## src/rtl/dsft_ram.sv

```systemverilog
// Generic single-port-write, single-port-read RAM with a registered read.
// No dependencies.
`timescale 1ns / 1ps

module dsft_ram #(
  parameter int unsigned WIDTH = 8,
  parameter int unsigned DEPTH = 16
) (
  input  logic                                        clk_i,
  input  logic                                        we_i,
  input  logic [((DEPTH > 1) ? $clog2(DEPTH) : 1)-1:0] waddr_i,
  input  logic [WIDTH-1:0]                            wdata_i,
  input  logic [((DEPTH > 1) ? $clog2(DEPTH) : 1)-1:0] raddr_i,
  output logic [WIDTH-1:0]                            rdata_o
);

  logic [WIDTH-1:0] mem_q [DEPTH];

  always_ff @(posedge clk_i) begin
    if (we_i) begin
      mem_q[waddr_i] <= wdata_i;
    end
    rdata_o <= mem_q[raddr_i];
  end

endmodule

```

## config.mk

```make
export PLATFORM = sky130hd
export DESIGN_NAME = dsft_ram
export DESIGN_NICKNAME = d
export VERILOG_FILES = /design/src/rtl/dsft_ram.sv
export SDC_FILE = /design/constraint.sdc
export NUM_CORES = 1
export LEC_CHECK = 0
export ABC_AREA = 1
export BUFFER_PORTS_ARGS = -buffer_cell sky130_fd_sc_hd__buf_2
export CORE_MARGIN = 2
export CORE_UTILIZATION = 47
export CTS_CLUSTER_SIZE = 25
export DETAILED_ROUTE_END_ITERATION = 6
export PLACE_DENSITY = 0.64
export SYNTH_ARGS = -nofsm -noshare
export SYNTH_HDL_FRONTEND = slang
export SYNTH_SLANG_ARGS = --single-unit
```

## constraint.sdc

```tcl
create_clock -name clk_i -period 3.9 [get_ports clk_i]
set_clock_uncertainty 0.05 [all_clocks]
set_input_delay 0.78 -clock clk_i [delete_from_list [all_inputs] [get_ports clk_i]]
set_output_delay 0.78 -clock clk_i [all_outputs]
set_load 0.02 [all_outputs]
```

# Yosys cells after proc, flatten, opt, wreduce, memory -nomap -nowiden
# Memories as Yosys holds them, arrays and structs flattened. A register that Yosys moved wholly into a read port is not among the register bits.
# Index checks and enable logic that the tools add are counted.
[word_totals]
regBits = 0
latch_bits = 0
mem_bits_rw = 128
romBits = 0
inputBits = 18
output_inout_bits = 8
word_cells = 3
mem_count = 1
[op_classes]
add_sub_neg = 0
multipliers = 0
div_mod_pow = 0
order_cmp = 0
eq_ne = 0
shift = 0
muxes = 2
bitwise = 0
reduce_logical = 0
[mem_list]
columns = ["name", "depth", "word_bits", "read_ports", "rd_clocked_by_memory_dff", "write_ports", "line", "rtl"]
rows = [
  ["mem_q", 16, 8, 1, 1, 1, "17", "logic [WIDTH-1:0] mem_q [DEPTH];"],
]
[ops]
columns = ["operator", "n"]
rows = [
  ["1-bit two-way mux", 2],
]

# Depth between registers and ports, before layout
# Gate-level depths: netlist (run 1).
[logic_depth]
word_depth = 2
mapped_depth = 8
ltp_nobuf = 7

# Worst setup path before layout (run 1)
# Ideal clock, no wire load.
[synth_timing]
path_kind = "in2reg"
startpoint = "input port waddr_i[2] (netlist bit)"
endpoint = "memory mem_q[10][0] (enable)"
setup_time_ps = 370
t_arrival_ps = 1361
required_ps = 3480
path_slack_ps = 2119
cell_stages = 2
path_buffers = 0
path_cell_list = "nand3b_1 -> nor2_1"
[synth_rtl]
columns = ["element", "line", "rtl"]
rows = [
  ["from (decl)", "11", "input logic [((DEPTH > 1) ? $clog2(DEPTH) : 1)-1:0] waddr_i,"],
  ["to (decl)", "17", ""],
]
# No word-level cell before the write port.

==> reports/metrics.yaml, run 1 <==
synthesis:
  ys.warnings.count: 0
  synth_edf_count: 128
  netlist_top_cells_count: "nand2_1 (173), edfxtp_1 (128), inv_1 (100), nand3_1 (97), nor2_1 (17)"
  avgSynthCellArea_um2: 10.5
  yosysMostFrequentCell: "nand2_1"
  async_flop_share_pct: 0
  synth_area_mm2: 0.00577
  synth_fp_nets: 569
  yosys.area.top_type: "edfxtp_1"
  yosysSeqAreaShare_pct: 69.4
  synth_cells: 551
  synthFlopType: "edfxtp_1"
  yosysUniqueCellTypes: 12
  synth-seq-cells: 136
  yosys.area.top_type_share_pct: 66.7
  synth_area_leaders: "edfxtp_1 (67%), nand2_1 (11%), nand3_1 (8.4%)"
critical_path:
  crit_path_max_fanout: 64
  path_class: "in -> reg"
  r2r-end: "rdata_o[7]"
  worstPathRequired_ns: 4.16
  crit_start: "raddr_i[0]"
  ff2ff_setup_slack_ns: 2.71
  startpoint_type: "input pin"
  rr_startpoint: "mem_q[0][7]"
  arrival_ns: 2.45
  reg2reg_depth: 6
  crit_path_end_kind: "flip-flop"
sta:
  max_freq_ghz: 0.455
  tns_ns: 0
  min_period_over_period_pct: 56.4
  min_period_ns: 2.20
  setup_viol: 0
  rsz0062_at_grt: "false"
  relSlewSlack_pct: 23.3
  drv_slew: 0
  timing.final.ws_setup_ns: 1.70
  worst_slew_pin_slew_ns: 1.15
  hold_viol_final: 0
global_routing:
  grt_usage_pct: 20.6
  grt_pass1_vias: 3571
  grt_max_degree: 65
  grt_pass1_wl_um: 19600
  grt.overflow.total: 0
  grt_antenna_before_repair: 0
finish:
  nets: 590
  areaGrowthSynthToFinish_pct: 13.6
  final_layout_size_suffix_gt1_share_pct: 9.57
  fillCellCount: 1011
  num_antenna_cells: 0
routing:
  vias: 3794
  drc_errors: 0
  dr.pass1.iters: 5
  drtIter0Drc: 329
  wl_per_cell_um: 17.6
  antenna_left: 0
  totalWireLength_um: 12900
  detail_route.vias_per_cell: 5.18
power_and_ir_drop:
  power_density_mw_per_mm2: 543
  p_leak_uw: 0.00283
  ir_worst_vdd_uv: 414
hold_path:
  min_path_cells: 6
  hold_path_class: "reg -> reg"
  min_to: "rdata_o[2]"
  hold_start: "mem_q[13][2]"
die:
  core_area_mm2: 0.0120
  die_area_mm2: 0.0132
  ioPinCount: 26
  die_w_um: 115
  initial_core_util_pct: 48.0
  die_y_um: 115
  rows: 40
outcome:
  outcome: "completed"
clocking:
  cts_tree: "done"
  clock_sinks: 136
  ctsRootBufferMaster: "clkbuf_16"
  holdBufCountCts: 0
  insertion_delay_ns: 0.42
  cts_made_buffers: 17
  clock_path_buffers: 2
  cts_resized: 0
  htree_levels: 4
  clk_pin_slew_ns: 0.06
  postCtsSetupBuffers: 0
placed_design:
  dp_hpwl_um: 7550
  globalplace.congestion: 0.774
  io_buffers: 25
  dp_slack_ns: 1.27
flow_run:
  maxCapViolCount: 0
## metal layers
layer / vias up / wire (um) / global-route usage (%) / share of wire, %
li1: 1810 / - / - / -
met4: 0 / 218 / 7.87 / 1.7
met3: 14 / 741 / 4.27 / 5.8
met2: 140 / 6310 / 32.8 / 49
met5: - / 0 / 0 / 0
met1: 1830 / 5580 / 28.1 / 43
## sequential cells by signal, indices dropped and copies added (netlist names)
name,flops
rdata_o,8
mem_q,128
## metrics by stage
stage | power [uW] | utilization [%] | cell area, um2 | hold slack, ns | std cells
after global routing | 3670 | 54.5 | 6550 | 0.654 | 732
after detailed placement | 1870 | 49.3 | 5920 | 0.601 | 700
after floorplan | 1800 | - | 5770 | 0.557 | 551
after CTS | 3570 | 54.5 | 6550 | 0.616 | 732
after global placement | 1870 | 49.3 | 5920 | 0.598 | 700
final | 3560 | 54.5 | 6550 | 0.608 | 732
## worst max path at each step
stage / to / cells past startpoint
2_1_floorplan: mem_q[10][0] / 2
3_3_place_gp: rdata_o[7] / 6
5_1_grt: rdata_o[7] / 7
4_1_cts: rdata_o[7] / 6
3_5_place_dp: rdata_o[7] / 6
6_report: rdata_o[7] / 7
## where the power goes
group / total, uW / leakage (uW) / switching [uW] / internal (uW)
sequential: 1640 / 0.00122 / 9.24 / 1630
clock: 1710 / 0.000311 / 587 / 1120
combinational: 200 / 0.00130 / 148 / 51.6
total: 3560 / 0.00283 / 745 / 2810
## logic make-up after synthesis
logic type	after synthesis	synth area share [%]
DFF	136	69.4
buffers and inverters	126	9.52
and+or+nand+nor	289	21.0
## cells in the final DEF (no fill, tap or decap)
cell type  instances
buf_2             25
buf_4              1
bufinv_16          5
clkbuf_16         17
clkinv_1           4
clkinv_2           3
clkinv_4           2
dfxtp_1            8
edfxtp_1         128
inv_1            100
inv_2              2
inv_6              1
nand2_1          173
nand3_1           97
nand3b_1           2
nor2_1            17
## worst max-delay path, cell delays in order
cell and delay, ns:
buf_2 0.11, inv_2 0.80, nand2_1 0.15, nand3_1 0.13, nand3_1 0.16, nand3_1 0.20, nand2_1 0.07
## layout make-up
class                   count  area (um2)  area share (%)
flip-flops and latches    136        4000            61.1
multi-input cells         289        1210            18.5
clock buffers              17         425            6.50
inverters                 102         383            5.85
clock inverters            15         206            3.15
well taps                 147         184            2.81
repair buffers             26         133            2.03
(Power assumes the default switching activity.)
==> run 2, diff against run 1 <==
- clock period: 3.9 -> 2.3 ns (I/O delays scaled with it)
==> run 2 against run 1 <==
Net effect: first-iteration DRC count up 29%; power up 60%; register-to-register slack worse by 1.5 ns; combinational power up 74%; sequential power up 70%; flip-flop and latch count unchanged; via count up 2.0%; sequential share of layout area down 0.59 points; count of clock-buffer cells in the layout up 1; die area unchanged; critical path type is now reg -> out; critical endpoint is now rdata_o[6]; largest cell class unchanged; largest power group is now sequential cells; highest routed layer unchanged.
==> reports/metrics.yaml, run 2 (same netlist as run 1, synthesis figures left out) <==
routing:
  dr.pass1.iters: 5
  totalWireLength_um: 13100
  drtIter0Drc: 426
  vias: 3870
  wl_per_cell_um: 17.5
  antenna_left: 0
  drc_errors: 0
  detail_route.vias_per_cell: 5.17
sta:
  min_period_over_period_pct: 63.2
  min_period_ns: 1.45
  drv_slew: 0
  max_freq_ghz: 0.688
  relSlewSlack_pct: 50.0
  setup_viol: 0
  worst_slew_pin_slew_ns: 0.747
  timing.final.ws_setup_ns: 0.846
  hold_viol_final: 0
  rsz0062_at_grt: "false"
  tns_ns: 0
die:
  ioPinCount: 26
  initial_core_util_pct: 48.0
  die_area_mm2: 0.0132
  core_area_mm2: 0.0120
  die_w_um: 115
  die_y_um: 115
  rows: 40
clocking:
  cts_resized: 0
  holdBufCountCts: 0
  htree_levels: 4
  cts_tree: "done"
  clock_sinks: 136
  ctsRootBufferMaster: "clkbuf_16"
  insertion_delay_ns: 0.42
  cts_made_buffers: 17
  postCtsSetupBuffers: 0
  clk_pin_slew_ns: 0.05
  clock_path_buffers: 2
global_routing:
  grt-busiest-layer: "met2"
  grt_util_met1_pct: 29.7
  grt.met3_usage_pct: 5.54
  grt_pass1_wl_um: 20400
  grt.overflow.total: 0
  grt_antenna_before_repair: 0
  grt_pass1_vias: 3706
  grtUsageMet2_pct: 32.3
  grt_max_degree: 48
  grt_usage_pct: 21.3
outcome:
  outcome: "completed"
critical_path:
  slowest_delay_ns: 0.35
  startpoint_type: "flip-flop"
  critPathTopFamily: "flip-flops"
  crit_buf_inv: 1
  crit_chain: "buf_2"
  ff2ff_setup_slack_ns: 1.21
  worst_path_max_delay_cell: "dfxtp_1"
  path_class: "reg -> out"
  arrival_ns: 0.94
  worstPathRequired_ns: 1.79
  crit_path_max_fanout: 1
  crit_path_end_kind: "primary output"
finish:
  largest_register_ffs: 128
  regMostFlops: "mem_q"
  nets: 606
  final_layout_size_suffix_gt1_share_pct: 12.3
  largest_registers: "mem_q (128), rdata_o (8)"
  num_antenna_cells: 0
  layout_commonest_cell: "nand2_1"
  final_cell_mix: "nand2_1 (173), edfxtp_1 (128), inv_1 (100)"
  areaGrowthSynthToFinish_pct: 14.7
placed_design:
  globalplace.congestion: 0.853
  dp_hpwl_um: 7990
  io_buffers: 25
  dp_slack_ns: 0.485
hold_path:
  hold_path_class: "in -> reg"
power_and_ir_drop:
  ir_worst_vdd_uv: 567
  power_density_mw_per_mm2: 863
  p_leak_uw: 0.00287
  p_total_uw: 5700
flow_run:
  maxCapViolCount: 0
[run 2: layer usage]
layer  up-vias  share of wire, %
met4         0               1.9
met5         -                 0
li1       1847                 -
met3        24               8.5
met2       192                48
met1      1807                42
[run 2: area by class of cell]
cell class / count / area, um2
well taps: 147 / 184
inverters: 102 / 383
multi-input cells: 289 / 1210
flip-flops and latches: 136 / 4000
repair buffers: 42 / 265
fillers: 1019 / 5400
clock buffers: 18 / 429
clock inverters: 14 / 134
[run 2: where the power goes]
group | internal (uW) | switching (uW) | leakage [uW]
Clock | 1580 | 991 | 0.000261
Sequential | 2770 | 18.5 | 0.00122
Combinational | 97.1 | 251 | 0.00138
Total | 4440 | 1260 | 0.00287
[run 2: metrics by stage]
stage | hold slack [ns] | util, % | area (um2) | std cells
after detailed placement | 0.609 | 50.4 | 6050 | 716
after global routing | 0.361 | 55.1 | 6610 | 748
after global placement | 0.603 | 50.4 | 6050 | 716
after CTS | 0.347 | 55.1 | 6610 | 748
final | 0.365 | 55.1 | 6610 | 748
after floorplan | 0.509 | - | 5770 | 551
[run 2: final timing paths]
check / startpoint / end / depth (start not counted)
hold reg to reg: mem_q[12][2] / rdata_o[2] / 6
setup / recovery: rdata_o[6] / rdata_o[6] / 1
setup reg to reg: mem_q[1][3] / rdata_o[3] / 6
hold / removal: raddr_i[3] / rdata_o[6] / 3
